## config.mk

```make
export PLATFORM = sky130hd
export DESIGN_NAME = rtc_fields_to_unix_time
export DESIGN_NICKNAME = d
export VERILOG_FILES = /design/src/rtl/rtcu_pkg.sv /design/src/rtl/rtc_fields_to_unix_time.sv /design/src/rtl/rtcu_regs.sv /design/src/rtl/rtcu_front.sv /design/src/rtl/rtcu_queue.sv /design/src/rtl/rtcu_back.sv
export SDC_FILE = /design/constraint.sdc
export NUM_CORES = 1
export LEC_CHECK = 0
export BUFFER_PORTS_ARGS = -buffer_cell sky130_fd_sc_hd__clkbuf_2
export CAP_MARGIN = 20
export CORE_UTILIZATION = 30
export CTS_CLUSTER_SIZE = 25
export DETAILED_ROUTE_END_ITERATION = 8
export GPL_TIMING_DRIVEN = 0
export HOLD_SLACK_MARGIN = 0.05
export PLACE_DENSITY = 0.53
export SLEW_MARGIN = 40
export SYNTH_ARGS = -nofsm -noshare
export SYNTH_HDL_FRONTEND = slang
export SYNTH_HIERARCHICAL = 1
export SYNTH_SLANG_ARGS = --single-unit
```

## constraint.sdc

```tcl
create_clock -name clk -period 14.4 [get_ports clk]
set_clock_uncertainty 0.05 [all_clocks]
set_input_delay 3.6 -clock clk [delete_from_list [all_inputs] [get_ports clk]]
set_output_delay 3.6 -clock clk [all_outputs]
set_load 0.005 [all_outputs]
```

## src/rtl/rtcu_pkg.sv

```systemverilog
// rtcu_pkg: types, constants and calendar helpers shared by the rtc to unix time block
// no dependencies
package rtcu_pkg;

  localparam int QUEUE_DEPTH   = 2;
  localparam int APB_ADDR_W    = 4;
  localparam int APB_DATA_W    = 32;
  localparam int YEAR_W        = 12;
  localparam int FULL_W        = 13;
  localparam int CENT_W        = 6;
  localparam int DAYS_W        = 20;
  localparam int HRS_W         = 25;
  localparam int MINS_W        = 31;
  localparam int SECS_W        = 37;
  localparam int UNIX_W        = 33;

  localparam logic [YEAR_W-1:0] BASE_YEAR_RST = 12'd1970;
  localparam logic [CENT_W-1:0] BASE_CENT_RST = 6'd19;
  localparam logic [6:0]        BASE_MOD_RST  = 7'd70;

  typedef enum logic [1:0] {
    REG_BINARY_MODE = 2'd0,
    REG_TWELVE_HOUR = 2'd1,
    REG_BASE_YEAR   = 2'd2
  } reg_idx_t;

  // settings seen by the front end, with the year split into century and remainder
  typedef struct packed {
    logic              binary_mode;
    logic              twelve_hour_mode;
    logic [CENT_W-1:0] base_cent;
    logic [6:0]        base_mod;
  } cfg_t;

  // one classified snapshot waiting for the back end
  typedef struct packed {
    logic              bad;
    logic [FULL_W-1:0] full_year;
    logic [CENT_W-1:0] prev_cent;   // (full_year - 1) / 100
    logic              leap;
    logic [3:0]        month;
    logic [4:0]        day;
    logic [4:0]        hour;
    logic [5:0]        minute;
    logic [5:0]        second;
  } item_t;

  function automatic logic [7:0] decode_byte(input logic [7:0] b, input logic binary);
    logic [7:0] bcd;
    bcd = {4'd0, b[3:0]} + 8'(b[7:4]) * 8'd10;
    return binary ? b : bcd;
  endfunction

  function automatic logic [4:0] month_len(input logic [3:0] m);
    logic [4:0] r;
    case (m)
      4'd2:                   r = 5'd28;
      4'd4, 4'd6, 4'd9, 4'd11: r = 5'd30;
      default:                r = 5'd31;
    endcase
    return r;
  endfunction

  function automatic logic [8:0] month_start(input logic [3:0] m);
    logic [8:0] r;
    case (m)
      4'd1:    r = 9'd0;
      4'd2:    r = 9'd31;
      4'd3:    r = 9'd59;
      4'd4:    r = 9'd90;
      4'd5:    r = 9'd120;
      4'd6:    r = 9'd151;
      4'd7:    r = 9'd181;
      4'd8:    r = 9'd212;
      4'd9:    r = 9'd243;
      4'd10:   r = 9'd273;
      4'd11:   r = 9'd304;
      4'd12:   r = 9'd334;
      default: r = 9'd0;
    endcase
    return r;
  endfunction

endpackage

```

## src/rtl/rtc_fields_to_unix_time.sv

```systemverilog
// rtc_fields_to_unix_time: top level, apb registers, front end, queue and back end
// depends on rtcu_pkg, rtcu_regs, rtcu_front, rtcu_queue, rtcu_back
//
// Converts one snapshot of raw rtc bytes (bcd or binary, 12 or 24 hour) into seconds
// since 1970. A word is taken at every clock edge where start is high and busy is low;
// busy is only high during reset, so one snapshot per cycle is sustained. Each result
// appears on unix_seconds and invalid with a one-cycle done pulse, in input order. The
// word is registered in the queue at the accepting edge, then passes five back-end
// register stages (year-times-365 multiply, day sum, then the times-24 and two times-60
// multiplies); done is registered with the result in the last stage. The receiver
// cannot hold results off. On a field out of range, invalid is high and unix_seconds is
// zero. Registers must be written only while no conversion is in flight; the block
// itself does not enforce this.
module rtc_fields_to_unix_time #(
  parameter int QUEUE_DEPTH = rtcu_pkg::QUEUE_DEPTH
) (
  input  logic                             clk,
  input  logic                             rst,
  input  logic                             psel,
  input  logic                             penable,
  input  logic                             pwrite,
  input  logic [rtcu_pkg::APB_ADDR_W-1:0]  paddr,
  input  logic [rtcu_pkg::APB_DATA_W-1:0]  pwdata,
  output logic [rtcu_pkg::APB_DATA_W-1:0]  prdata,
  output logic                             pready,
  input  logic                             start,
  output logic                             busy,
  input  logic [7:0]                       second_raw,
  input  logic [7:0]                       minute_raw,
  input  logic [7:0]                       hour_raw,
  input  logic [7:0]                       day_raw,
  input  logic [7:0]                       month_raw,
  input  logic [7:0]                       year_raw,
  output logic                             done,
  output logic [rtcu_pkg::UNIX_W-1:0]      unix_seconds,
  output logic                             invalid
);
  import rtcu_pkg::*;

  cfg_t  cfg;
  item_t push_item;
  item_t head;
  logic  push;
  logic  head_valid;
  logic  q_full;

  assign busy = rst || q_full;

  rtcu_regs u_regs (
    .clk     (clk),
    .rst     (rst),
    .psel    (psel),
    .penable (penable),
    .pwrite  (pwrite),
    .paddr   (paddr),
    .pwdata  (pwdata),
    .prdata  (prdata),
    .pready  (pready),
    .cfg     (cfg)
  );

  rtcu_front u_front (
    .start      (start && !rst),
    .full       (q_full),
    .second_raw (second_raw),
    .minute_raw (minute_raw),
    .hour_raw   (hour_raw),
    .day_raw    (day_raw),
    .month_raw  (month_raw),
    .year_raw   (year_raw),
    .cfg        (cfg),
    .push       (push),
    .item       (push_item)
  );

  rtcu_queue #(
    .DEPTH (QUEUE_DEPTH)
  ) u_queue (
    .clk        (clk),
    .rst        (rst),
    .push       (push),
    .push_item  (push_item),
    .pop        (head_valid),
    .head       (head),
    .head_valid (head_valid),
    .full       (q_full)
  );

  rtcu_back u_back (
    .clk          (clk),
    .rst          (rst),
    .in_valid     (head_valid),
    .in_item      (head),
    .done         (done),
    .unix_seconds (unix_seconds),
    .invalid      (invalid)
  );

  // every accepted word yields one done pulse, and done is never high without one
  a_latency: assert property (@(posedge clk) disable iff (rst)
    done == $past(start && !busy, 6))
    else $error("result strobe does not match accepted word six cycles earlier");

  a_invalid_zero: assert property (@(posedge clk) disable iff (rst)
    done && invalid |-> unix_seconds == '0)
    else $error("invalid result carries a nonzero timestamp");

endmodule

```

## src/rtl/rtcu_regs.sv

```systemverilog
// rtcu_regs: apb register file for mode bits and base year
// depends on rtcu_pkg
module rtcu_regs (
  input  logic                               clk,
  input  logic                               rst,
  input  logic                               psel,
  input  logic                               penable,
  input  logic                               pwrite,
  input  logic [rtcu_pkg::APB_ADDR_W-1:0]    paddr,
  input  logic [rtcu_pkg::APB_DATA_W-1:0]    pwdata,
  output logic [rtcu_pkg::APB_DATA_W-1:0]    prdata,
  output logic                               pready,
  output rtcu_pkg::cfg_t                     cfg
);
  import rtcu_pkg::*;

  logic              binary_mode;
  logic              twelve_hour_mode;
  logic [YEAR_W-1:0] base_year;
  logic [CENT_W-1:0] base_cent;
  logic [6:0]        base_mod;
  logic              wr;
  reg_idx_t          idx;
  logic [24:0]       cent_prod;
  logic [CENT_W-1:0] cent_new;
  logic [YEAR_W-1:0] mod_wide;

  assign pready = 1'b1;
  assign wr     = psel && penable && pwrite;
  assign idx    = reg_idx_t'(paddr[3:2]);

  // year / 100 by reciprocal, exact below 4096
  assign cent_prod = {13'd0, pwdata[YEAR_W-1:0]} * 25'd5243;
  assign cent_new  = cent_prod[24:19];
  assign mod_wide  = pwdata[YEAR_W-1:0] - YEAR_W'(cent_new) * 12'd100;

  always_ff @(posedge clk) begin
    if (rst) begin
      binary_mode      <= 1'b0;
      twelve_hour_mode <= 1'b0;
      base_year        <= BASE_YEAR_RST;
      base_cent        <= BASE_CENT_RST;
      base_mod         <= BASE_MOD_RST;
    end else if (wr) begin
      unique case (idx)
        REG_BINARY_MODE: binary_mode <= pwdata[0];
        REG_TWELVE_HOUR: twelve_hour_mode <= pwdata[0];
        REG_BASE_YEAR: begin
          base_year <= pwdata[YEAR_W-1:0];
          base_cent <= cent_new;
          base_mod  <= mod_wide[6:0];
        end
        default: ;
      endcase
    end
  end

  always_comb begin
    unique case (idx)
      REG_BINARY_MODE: prdata = {31'd0, binary_mode};
      REG_TWELVE_HOUR: prdata = {31'd0, twelve_hour_mode};
      REG_BASE_YEAR:   prdata = {20'd0, base_year};
      default:         prdata = '0;
    endcase
  end

  assign cfg.binary_mode      = binary_mode;
  assign cfg.twelve_hour_mode = twelve_hour_mode;
  assign cfg.base_cent        = base_cent;
  assign cfg.base_mod         = base_mod;

  a_year_split: assert property (@(posedge clk) disable iff (rst)
    (base_mod < 7'd100) &&
    (YEAR_W'(base_cent) * 12'd100 + YEAR_W'(base_mod) == base_year))
    else $error("base year split into century and remainder is wrong");

endmodule

```

## src/rtl/rtcu_front.sv

```systemverilog
// rtcu_front: decodes one raw snapshot, checks ranges and windows the year
// depends on rtcu_pkg
module rtcu_front (
  input  logic            start,
  input  logic            full,
  input  logic [7:0]      second_raw,
  input  logic [7:0]      minute_raw,
  input  logic [7:0]      hour_raw,
  input  logic [7:0]      day_raw,
  input  logic [7:0]      month_raw,
  input  logic [7:0]      year_raw,
  input  rtcu_pkg::cfg_t  cfg,
  output logic            push,
  output rtcu_pkg::item_t item
);
  import rtcu_pkg::*;

  logic [7:0]        sec;
  logic [7:0]        min;
  logic [7:0]        day;
  logic [7:0]        mon;
  logic [7:0]        yr;
  logic [7:0]        h_in;
  logic [7:0]        h_dec;
  logic [7:0]        hour;
  logic              bad_hour;
  logic              pm;
  logic [CENT_W-1:0] cent_eff;
  logic [FULL_W-1:0] full_year;
  logic              leap;
  logic              mon_ok;
  logic [4:0]        dim;
  logic              day_bad;

  assign push = start && !full;

  assign sec  = decode_byte(second_raw, cfg.binary_mode);
  assign min  = decode_byte(minute_raw, cfg.binary_mode);
  assign day  = decode_byte(day_raw, cfg.binary_mode);
  assign mon  = decode_byte(month_raw, cfg.binary_mode);
  assign yr   = decode_byte(year_raw, cfg.binary_mode);
  assign pm   = hour_raw[7];
  assign h_in = cfg.twelve_hour_mode ? {1'b0, hour_raw[6:0]} : hour_raw;
  assign h_dec = decode_byte(h_in, cfg.binary_mode);

  always_comb begin
    if (cfg.twelve_hour_mode) begin
      bad_hour = (h_dec < 8'd1) || (h_dec > 8'd12);
      if (h_dec == 8'd12) begin
        hour = pm ? 8'd12 : 8'd0;
      end else begin
        hour = pm ? h_dec + 8'd12 : h_dec;
      end
    end else begin
      bad_hour = h_dec > 8'd23;
      hour     = h_dec;
    end
  end

  // two-digit window: below the base remainder means next century
  assign cent_eff  = (yr >= {1'b0, cfg.base_mod}) ? cfg.base_cent : cfg.base_cent + 6'd1;
  assign full_year = FULL_W'(cent_eff) * 13'd100 + FULL_W'(yr);

  // with yr in 0..99, full_year % 100 is yr and full_year / 100 is cent_eff
  assign leap    = (yr == 8'd0) ? (cent_eff[1:0] == 2'b00) : (yr[1:0] == 2'b00);
  assign mon_ok  = (mon >= 8'd1) && (mon <= 8'd12);
  assign dim     = month_len(mon[3:0]) + 5'((mon == 8'd2) && leap);
  assign day_bad = (day == 8'd0) || (day > {3'd0, dim});

  always_comb begin
    item.bad = bad_hour || (sec > 8'd59) || (min > 8'd59) || (yr > 8'd99) || !mon_ok ||
               (full_year < 13'd1970) || day_bad;
    item.full_year = full_year;
    item.prev_cent = (yr == 8'd0) ? cent_eff - 6'd1 : cent_eff;
    item.leap      = leap;
    item.month     = mon[3:0];
    item.day       = day[4:0];
    item.hour      = hour[4:0];
    item.minute    = min[5:0];
    item.second    = sec[5:0];
  end

endmodule

```

## src/rtl/rtcu_queue.sv

```systemverilog
// rtcu_queue: short word queue between the front and back ends
// depends on rtcu_pkg
module rtcu_queue #(
  parameter int DEPTH = rtcu_pkg::QUEUE_DEPTH
) (
  input  logic            clk,
  input  logic            rst,
  input  logic            push,
  input  rtcu_pkg::item_t push_item,
  input  logic            pop,
  output rtcu_pkg::item_t head,
  output logic            head_valid,
  output logic            full
);
  import rtcu_pkg::*;

  localparam int PW = (DEPTH > 1) ? $clog2(DEPTH) : 1;
  localparam int CW = $clog2(DEPTH + 1);

  item_t         slots [DEPTH];
  logic [PW-1:0] wr_ptr;
  logic [PW-1:0] rd_ptr;
  logic [CW-1:0] count;
  logic [CW-1:0] count_next;

  function automatic logic [PW-1:0] bump(input logic [PW-1:0] p);
    return (p == PW'(DEPTH - 1)) ? '0 : p + 1'b1;
  endfunction

  assign head       = slots[rd_ptr];
  assign head_valid = count != '0;
  assign full       = count == CW'(DEPTH);

  always_comb begin
    count_next = count;
    if (push && !(pop && head_valid)) begin
      count_next = count + 1'b1;
    end else if (!push && pop && head_valid) begin
      count_next = count - 1'b1;
    end
  end

  always_ff @(posedge clk) begin
    if (rst) begin
      wr_ptr <= '0;
      rd_ptr <= '0;
      count  <= '0;
    end else begin
      count <= count_next;
      if (push) begin
        wr_ptr <= bump(wr_ptr);
      end
      if (pop && head_valid) begin
        rd_ptr <= bump(rd_ptr);
      end
    end
  end

  always_ff @(posedge clk) begin
    if (push) begin
      slots[wr_ptr] <= push_item;
    end
  end

  // the back end drains every cycle, so at most one word ever waits
  a_shallow: assert property (@(posedge clk) disable iff (rst) count <= CW'(1))
    else $error("queue holds more than one word");

endmodule

```

## src/rtl/rtcu_back.sv

```systemverilog
// rtcu_back: day count and seconds pipeline, five register stages
// depends on rtcu_pkg
module rtcu_back (
  input  logic                          clk,
  input  logic                          rst,
  input  logic                          in_valid,
  input  rtcu_pkg::item_t               in_item,
  output logic                          done,
  output logic [rtcu_pkg::UNIX_W-1:0]   unix_seconds,
  output logic                          invalid
);
  import rtcu_pkg::*;

  // stage valids and bad flags
  logic [3:0]        v;
  logic [3:0]        bad;
  logic [4:0]        hour1, hour2;
  logic [5:0]        min1, min2, min3;
  logic [5:0]        sec1, sec2, sec3, sec4;
  logic [DAYS_W-1:0] yd1, ld1;
  logic [DAYS_W-1:0] days2;
  logic [HRS_W-1:0]  hrs3;
  logic [MINS_W-1:0] mins4;

  logic [FULL_W-1:0] yoff;
  logic [FULL_W-1:0] fm1;
  logic [21:0]       yprod;
  logic [DAYS_W-1:0] ld_next;
  logic [SECS_W-1:0] secs;

  assign yoff  = in_item.full_year - 13'd1970;
  assign fm1   = in_item.full_year - 13'd1;
  assign yprod = {9'd0, yoff} * 22'd365;

  // leap days since 1970 plus day of year; the constant folds the 1969 counts
  assign ld_next = DAYS_W'(fm1 >> 2) - DAYS_W'(in_item.prev_cent)
                 + DAYS_W'(in_item.prev_cent >> 2) - 20'd477
                 + DAYS_W'(month_start(in_item.month))
                 + DAYS_W'(in_item.leap && (in_item.month > 4'd2))
                 + DAYS_W'(in_item.day) - 20'd1;

  assign secs = {6'd0, mins4} * 37'd60 + SECS_W'(sec4);

  always_ff @(posedge clk) begin
    if (rst) begin
      v    <= '0;
      done <= 1'b0;
    end else begin
      v    <= {v[2:0], in_valid};
      done <= v[3];
    end
  end

  always_ff @(posedge clk) begin
    bad[0] <= in_item.bad;
    yd1    <= yprod[DAYS_W-1:0];
    ld1    <= ld_next;
    hour1  <= in_item.hour;
    min1   <= in_item.minute;
    sec1   <= in_item.second;

    bad[1] <= bad[0];
    days2  <= yd1 + ld1;
    hour2  <= hour1;
    min2   <= min1;
    sec2   <= sec1;

    bad[2] <= bad[1];
    hrs3   <= {5'd0, days2} * 25'd24 + HRS_W'(hour2);
    min3   <= min2;
    sec3   <= sec2;

    bad[3] <= bad[2];
    mins4  <= {6'd0, hrs3} * 31'd60 + MINS_W'(min3);
    sec4   <= sec3;

    // anything past 33 bits is out of range too
    if (bad[3] || (secs[SECS_W-1:UNIX_W] != '0)) begin
      unix_seconds <= '0;
      invalid      <= 1'b1;
    end else begin
      unix_seconds <= secs[UNIX_W-1:0];
      invalid      <= 1'b0;
    end
  end

endmodule
```

# Yosys cells after proc, flatten, opt, wreduce, memory -nomap -nowiden
# Memory sizes are Yosys's and may differ from the RTL's. A register that Yosys moved wholly into a read port is not among the register bits.
# Cells that the tools add are included.
dict set report word_totals {
  ff_bits 242
  latchBits 0
  ram_bits 94
  mem_bits_ro 144
  input_bits 90
  mem_count 2
}
# name words width rd rd_ports_with_merged_regs wr line_no
set mem_list {}
lappend mem_list {{(no name shown)} 16 9 1 0 0 rtcu_pkg.sv:66} ;# case (m)
lappend mem_list {u_queue.slots 2 47 1 1 1 rtcu_queue.sv:20} ;# item_t slots [DEPTH];
dict set report op_classes {
  addsub 29
  n_mul 13
  n_div 0
  magnitude_cmp 12
  n_eq_ne 10
  n_shift 0
  n_mux 26
  bitwise 0
  reduce_logical 37
}
# operator n
set op_table {}
lappend op_table {{2-to-1 mux 8 bit} 7}
lappend op_table {{adder 4 x 8 -> 8 bit} 6}
lappend op_table {{multiplier 4 x 3 -> 7 bit (second input constant)} 6}
lappend op_table {{adder 37 x 6 -> 37 bit} 1}
lappend op_table {{case mux 12 bit (3 select lines)} 1}
lappend op_table {{multiplier 31 x 4 -> 35 bit (second input constant)} 1}
lappend op_table {{adder 31 x 6 -> 31 bit} 1}
lappend op_table {{multiplier 25 x 4 -> 29 bit (second input constant)} 1}
lappend op_table {{adder 25 x 5 -> 25 bit} 1}
lappend op_table {{multiplier 12 x 13 -> 25 bit (second input constant)} 1}
lappend op_table {{multiplier 20 x 2 -> 22 bit (second input constant)} 1}
lappend op_table {{adder 20 x 1 -> 20 bit} 1}
lappend op_table {{adder 20 bit} 1}
lappend op_table {{adder 20 x 4 -> 20 bit} 1}
lappend op_table {{adder 20 x 5 -> 20 bit} 1}
lappend op_table {{adder 20 x 9 -> 20 bit} 1}
lappend op_table {{multiplier 13 x 9 -> 20 bit (second input constant)} 1}
lappend op_table {{subtractor 20 x 1 -> 20 bit (second input constant)} 1}
lappend op_table {{subtractor 20 x 9 -> 20 bit (second input constant)} 1}
lappend op_table {{greater-than comparator 8 x 6 -> 1 bit (second input constant)} 2}
lappend op_table {{zero test 8 bit} 2}
lappend op_table {{2-to-1 mux 5 bit} 3}
lappend op_table {{adder 13 x 8 -> 13 bit} 1}
lappend op_table {{< comparator 13 x 11 -> 1 bit (second input constant)} 1}
lappend op_table {{42 further kinds} 83}

# Logic depth before layout (Yosys ltp)
# Gate-level depths: netlist of run 1.
dict set report depth {
  word_depth 13
  depth_mapped 33
  depth_no_buf 32
}

# Modules after synthesis
# The synthesis of run 1 kept the hierarchy.
# mod instances cells_per_inst area_per_inst_um2 seq_area_each_um2
set modules_own_cells {}
lappend modules_own_cells {rtcu_back 1 1894 17976.0 4224.1}
lappend modules_own_cells {rtcu_regs 1 476 4125.2 500.5}
lappend modules_own_cells {rtcu_queue 1 171 3748.6 2922.8}
lappend modules_own_cells {rtcu_front 1 451 3601.0 0.0}
lappend modules_own_cells {rtc_fields_to_unix_time 1 2 15.0 0.0}

# Worst setup path after synthesis of run 1
# Ideal clock, no wire load.
dict set report synth_path {
  kind {input-to-reg}
  startpoint {input port pwdata[9] (netlist bit)}
  endpoint {register u_regs.base_mod[6]}
  setup_ps 134
  arrival_time_ps 9666
  required_ps 14216
  path_slack_ps 4550
  stages 26
  path_cell_list {fa_1 > xor2_1 > ha_1 > inv_1 > fa_1 > inv_1 > fa_1 > inv_1 > fa_1 > inv_1 > ha_1 > nand4_1 > or2_1 > or4b_4 > a211oi_4 > nor3_1 > xnor2_1 > ha_1 > inv_1 > ha_1 > a21oi_1 > xnor2_1 > and4_1 > a211o_1 > a2111oi_1 > a311oi_1}
}
dict set report synth_between {
  elab_chain_cells 3
}
# item line_no
set synth_lines {}
lappend synth_lines {{from (decl)} rtc_fields_to_unix_time.sv:23} ;# input logic [rtcu_pkg::APB_DATA_W-1:0] pwdata,
lappend synth_lines {{multiplier 12 x 13 -> 25 bit} rtcu_regs.sv:33} ;# assign cent_prod = {13'd0, pwdata[YEAR_W-1:0]} * 25'd5243;
lappend synth_lines {{named net u_regs.cent_prod[22]} rtcu_regs.sv:24} ;# logic [24:0] cent_prod;
lappend synth_lines {{multiplier 6 x 5 -> 5 bit} rtcu_regs.sv:35} ;# assign mod_wide = pwdata[YEAR_W-1:0] - YEAR_W'(cent_new) * 12'd100;
lappend synth_lines {{subtractor 7 bit} rtcu_regs.sv:35}
lappend synth_lines {{to (signal assigned)} rtcu_regs.sv:51} ;# base_mod <= mod_wide[6:0];
lappend synth_lines {{to (decl)} rtcu_regs.sv:21} ;# logic [6:0] base_mod;
# The timed path passes the listed nets, and every way through them passes these cells.
# A chain may end at the register's enable or synchronous reset.

==> run metrics, run 1 <==
antenna violations before repair 10; Die ar. 99480 um^2; clock period minus worst slack 10.35 ns; status complete, but fails checks; post-synthesis sequential area ratio 25.95%; Num CTS Buffers 39; Clock transition at path regs 0.06 ns; clock tree buffer depth 3; Cell variety after synth 107; Worst setup SP type input port; Worst Setup End Kind register; Detailed Place HPWL 49.55 mm; IO Count 159; GPL Wtd Cong 0.8310; RR Endpoint u_back/ld1[15]$_DFF_P_; antenna diode count 0; RSZ-0062 raised after global routing no; DRT antenna net count 0; Synth Cell Area 29470 um^2; initial DRC count 632; share of layout cells above drive strength 1 11.13%; Vias per Instance 4.563; Max Cap Viol 0; clk sinks 335; Crit path arrival time 10.57 ns; Hold Crit Depth 0; final-layout fill cell count 10000; WHS Endpoint u_back/sec4[4]$_DFF_P_; hold crit path type register to register; EDFF count, synth 94; cell taking the most area after synthesis ha_1; fin nets 3878; IO buf count 113; total number of vias 20410; share of the synthesized area in the top cell type 17.03%; Ys Warns 6; hold buffer count at cts 0; violated checks DRC; GRT Total Usage 12.03%; Worst-Margin Slew 0.8054 ns; Syn-to-layout area delta 12.17%; Slew Limit Fails 0; ys async rst share 0%; synthesized area per cell 9.842 um^2; top-count cell post-synth ha_1; worst skew pair latency 0.57 ns; mean routed wirelength per cell 13.18 um; worst-path fanout max 8; Resize count post-CTS 0; CTS tree done; H-tree depth reported by CTS 2; Main synth FF type dfxtp_1; vias in the first global route 20540; first-pass GRT wire length 99.14 mm; Slew headroom 46.30%; DRT Wirelength 58.98 mm; first-pass iteration count of the detailed router 8; Fin Setup TNS 0 ns; crit path kind input port to register; cells after synthesis 2994; Tcrit/Tclk final 71.86%; Worst Setup SP year_raw[7]; gr ovfl total 0; die height 315.4 um; largest net degree at the start of global routing 29; FF-to-FF path depth 31; Setup violations, final 0; Setup Buffers After CTS 0; Core Rows 114; main area contributors after synthesis ha_1 17%, dfxtp_1 16%, fa_1 15%; R2R setup slack 6.67 ns; Hold Startpoint u_back/sec3[4]$_DFF_P_; Die Wd 315.4 um; Finished Core Util 34.08%; # DRC 5; fmax 96.63 MHz; endpoints failing hold 0; Placeable Area 96990 um^2; initial core utilization 30.38%; flops & latches, synth 335; synth cell count leaders 401 x ha_1, 325 x inv_1, 241 x dfxtp_1; Req. time, crit path 14.63 ns; clk root buf clkbuf_16
## cell families after synthesis
kind of cell / after synthesis / synth area share (%)
AND/OR/NAND/NOR: 747 / 12.85
adder cells (fa/ha/maj): 620 / 31.84
AO/OA/AOI/OAI: 536 / 12.12
buffers and inverters: 405 / 5.834
flip-flops: 335 / 25.95
XOR/XNOR: 274 / 8.170
multiplexers: 75 / 3.202
other: 2 / 0.02549
## registers in the layout (all words and copies together) (netlist names), 12 cells and up, named ones only
register,cells
u_back/mins4,31
u_back/hrs3,25
u_back/unix_seconds,33
u_back/yd1,20
u_back/days2,20
u_queue/slots,94
u_regs/base_year,12
u_back/ld1,20
## cell usage in the layout, fill, tap and decap left out, drive strengths merged, types with 94 or more instances in the layout
master  synthesis  final
fa            217    217
edfxtp         94     94
ha            401    401
xor2           98     98
xnor2         176    176
inv           327    330
nand2         183    183
a21oi         161    161
dfxtp         241    241
clkbuf         26    190
o21ai         103    103
nor2          185    185
## through the flow
step                cells  cell area [um^2]  setup WS, ns  hold WS (ns)
floorplan            3013             29540         4.550        0.2596
global placement     4402             31700         3.363        0.2595
detailed placement   4405             31760         3.431        0.2621
CTS                  4474             33050         4.018        0.2674
global route         4474             33050         3.650        0.2748
finish               4474             33050         4.052        0.2689
## worst max path at each step
stage          slack, ns  depth (start not counted)                               to
6_report            4.05                         28   u_queue/slots[0][46]$_DFFE_PP_
3_5_place_dp        3.43                         28   u_queue/slots[0][46]$_DFFE_PP_
2_1_floorplan       4.55                         26  u_regs/base_mod[6]$_SDFFE_PP1P_
4_1_cts             4.02                         28   u_queue/slots[0][46]$_DFFE_PP_
3_3_place_gp        3.36                         27   u_queue/slots[0][46]$_DFFE_PP_
5_1_grt             3.65                         28   u_queue/slots[0][46]$_DFFE_PP_
## routing by layer
metal / wire length (um) / track usage (%) / part of all wire [%]
met5: 55 / 0 / 0.093
met3: 1788 / 1.791 / 3.0
met1: 26590 / 14.57 / 45
met4: 1014 / 2.668 / 1.7
met2: 29530 / 22.26 / 50
## final cells by class
type                       count  area (um^2)  area share, %
clock inverter                18        214.0         0.6473
tap                         1276         1597          4.830
multi-input combinational   2273        20190          61.07
buffer                        77        488.0          1.476
sequential                   335         7647          23.14
inverter                     328         1231          3.725
timing repair buffer         116        615.6          1.863
clock buffer                  51         1074          3.248
## worst max-delay path, cell delays in order
cell	delay, ns
clkbuf_2	0.14
ha_1	0.30
ha_1	0.18
inv_1	0.06
fa_1	0.44
nand2b_1	0.17
or4_1	0.51
o221ai_1	0.30
ha_1	0.38
nand4_1	0.10
nor2_1	0.05
a21oi_1	0.15
nand4_2	0.25
nor2_1	0.19
xnor2_1	0.23
inv_1	0.20
ha_1	0.33
ha_1	0.29
ha_1	0.32
ha_1	0.30
a211oi_1	0.32
nor2_1	0.10
xor2_1	0.26
nand2_1	0.08
nor2_1	0.13
xor2_1	0.29
a41oi_1	0.33
a2111o_1	0.56
Power of run 1 is not shown: default switching activity piles up to over one toggle a cycle in this logic, so the estimate is an artifact.
==> inputs of run 2 (changes only) <==
Settings changed: PLACE_DENSITY 0.53 to 0.55.
Clock period 14.4 ns to 9.1 ns, I/O delays scaled along.
==> run metrics, run 2 (synthesized netlist as in run 1, its figures left out) <==
status complete, but fails checks; violated checks DRC; share of layout cells above drive strength 1 11.62%; Slew Limit Fails 0; GPL Wtd Cong 0.8435; Clock transition at path regs 0.06 ns; initial DRC count 687; clock period minus worst slack 8.770 ns; initial core utilization 30.38%; Setup violations, final 0; max reg flops 94; H-tree depth reported by CTS 2; hold crit path type register to register; DRT Wirelength 59.36 mm; Crit path arrival time 9.01 ns; Detailed Place HPWL 49.13 mm; most frequent cells in the layout 401 x ha_1, 324 x inv_1, 241 x dfxtp_1; GRT Total Usage 12.19%; hold buffer count at cts 0; R2R setup slack 1.38 ns; # DRC 11; Reg with most FFs u_queue/slots; clk root buf clkbuf_16; largest net degree at the start of global routing 33; Die ar. 99480 um^2; Tcrit/Tclk final 96.38%; first-pass iteration count of the detailed router 8; Num CTS Buffers 39; Slew headroom 45.83%; Worst Setup SP year_raw[7]; crit path kind input port to register; Core Rows 114; IO Count 159; Placeable Area 96990 um^2; DRT antenna net count 0; Die Wd 315.4 um; worst-path fanout max 7; capture point of the worst path u_queue/slots[0][46]$_DFFE_PP_; vias in the first global route 21020; final-layout fill cell count 9981; Worst setup SP type input port; FF-to-FF path depth 30; die height 315.4 um; Fin Setup TNS 0 ns; Vias per Instance 4.581; Largest regs u_queue/slots (94), u_back/unix_seconds (33), u_back/mins4 (31); Max Cap Viol 0; CTS tree done; RR Endpoint u_back/ld1[17]$_DFF_P_; fin nets 3881; clock tree buffer depth 3; first-pass GRT wire length 100.4 mm; Syn-to-layout area delta 12.59%; total number of vias 20520; antenna violations before repair 6; fmax 114.0 MHz; IO buf count 113; gr ovfl total 0; Worst-Margin Slew 0.8058 ns; most common cell after layout, fill and taps aside ha_1; mean routed wirelength per cell 13.25 um; clk sinks 335; Req. time, crit path 9.34 ns; endpoints failing hold 0; Worst Setup End Kind register; worst skew pair latency 0.57 ns
run 2: how the worst min path moves through the flow:
stage	start	to	cells after the start
floorplan	u_back/bad[0]$_DFF_P_	u_back/bad[1]$_DFF_P_	0
global placement	u_back/sec2[0]$_DFF_P_	u_back/sec3[0]$_DFF_P_	0
detailed placement	u_back/hour2[1]$_DFF_P_	u_back/hrs3[1]$_DFF_P_	0
CTS	u_back/min2[3]$_DFF_P_	u_back/min3[3]$_DFF_P_	0
global route	u_back/min2[3]$_DFF_P_	u_back/min3[3]$_DFF_P_	0
finish	u_back/min2[3]$_DFF_P_	u_back/min3[3]$_DFF_P_	0
run 2: layer usage:
| metal | track usage, % | vias to the layer above | routed length [um] |
|---|---|---|---|
| met4 | 3.305 | 2 | 1362 |
| met2 | 22.41 | 229 | 29400 |
| li1 | - | 10680 | - |
| met1 | 14.88 | 9532 | 26890 |
| met3 | 1.450 | 75 | 1697 |
| met5 | 0 | - | 13 |
run 2: worst max-delay path, cell delays in order:
cell and delay [ns]:
clkbuf_2 0.14, ha_1 0.31, ha_1 0.18, inv_1 0.06, fa_1 0.44, nand2b_1 0.18
or4_1 0.53, o221ai_2 0.19, ha_1 0.33, nand4_1 0.09, nor2_1 0.05, a21oi_1 0.17
nand4_2 0.25, or2_2 0.39, xnor2_2 0.25, inv_1 0.16, ha_1 0.32, ha_1 0.30
ha_1 0.30, ha_1 0.34, a21oi_1 0.23, xnor2_1 0.23, nand3_1 0.19, nor3b_2 0.26
xnor2_1 0.20, xor2_2 0.19, a2111o_1 0.44
run 2: area by class of cell:
cell class | instances | area (um^2) | area share, %
multi-input cells | 2273 | 20250 | 61.03
flip-flops and latches | 335 | 7647 | 23.05
well taps | 1276 | 1597 | 4.812
inverters | 328 | 1231 | 3.711
clock buffers | 60 | 1199 | 3.613
repair buffers | 119 | 660.6 | 1.991
plain buffers | 77 | 488.0 | 1.471
clock inverters | 10 | 102.6 | 0.3092
diodes | 1 | 2.502 | 0.007543
run 2: stage by stage:
stage	utilization (%)	instances	hold slack [ns]	instance area [um^2]	setup slack [ns]
finish	34.21	4479	0.2714	33180	0.3299
global route	34.20	4478	0.2779	33170	-0.0002638
CTS	34.12	4476	0.2714	33090	0.09261
detailed placement	32.77	4406	0.2621	31790	-0.6097
global placement	32.68	4402	0.2602	31700	-0.5211
floorplan	-	3013	0.2596	29540	0.5751
run 2: what timing repair did:
action / in CTS / in global routing
buffers inserted: 0 / 2
setup endpoints to repair: 2 / 5
pin swaps: 0 / 1
gates resized for setup: 1 / 13
cloned: 0 / 0
Power of run 2 is left out for the same reason.
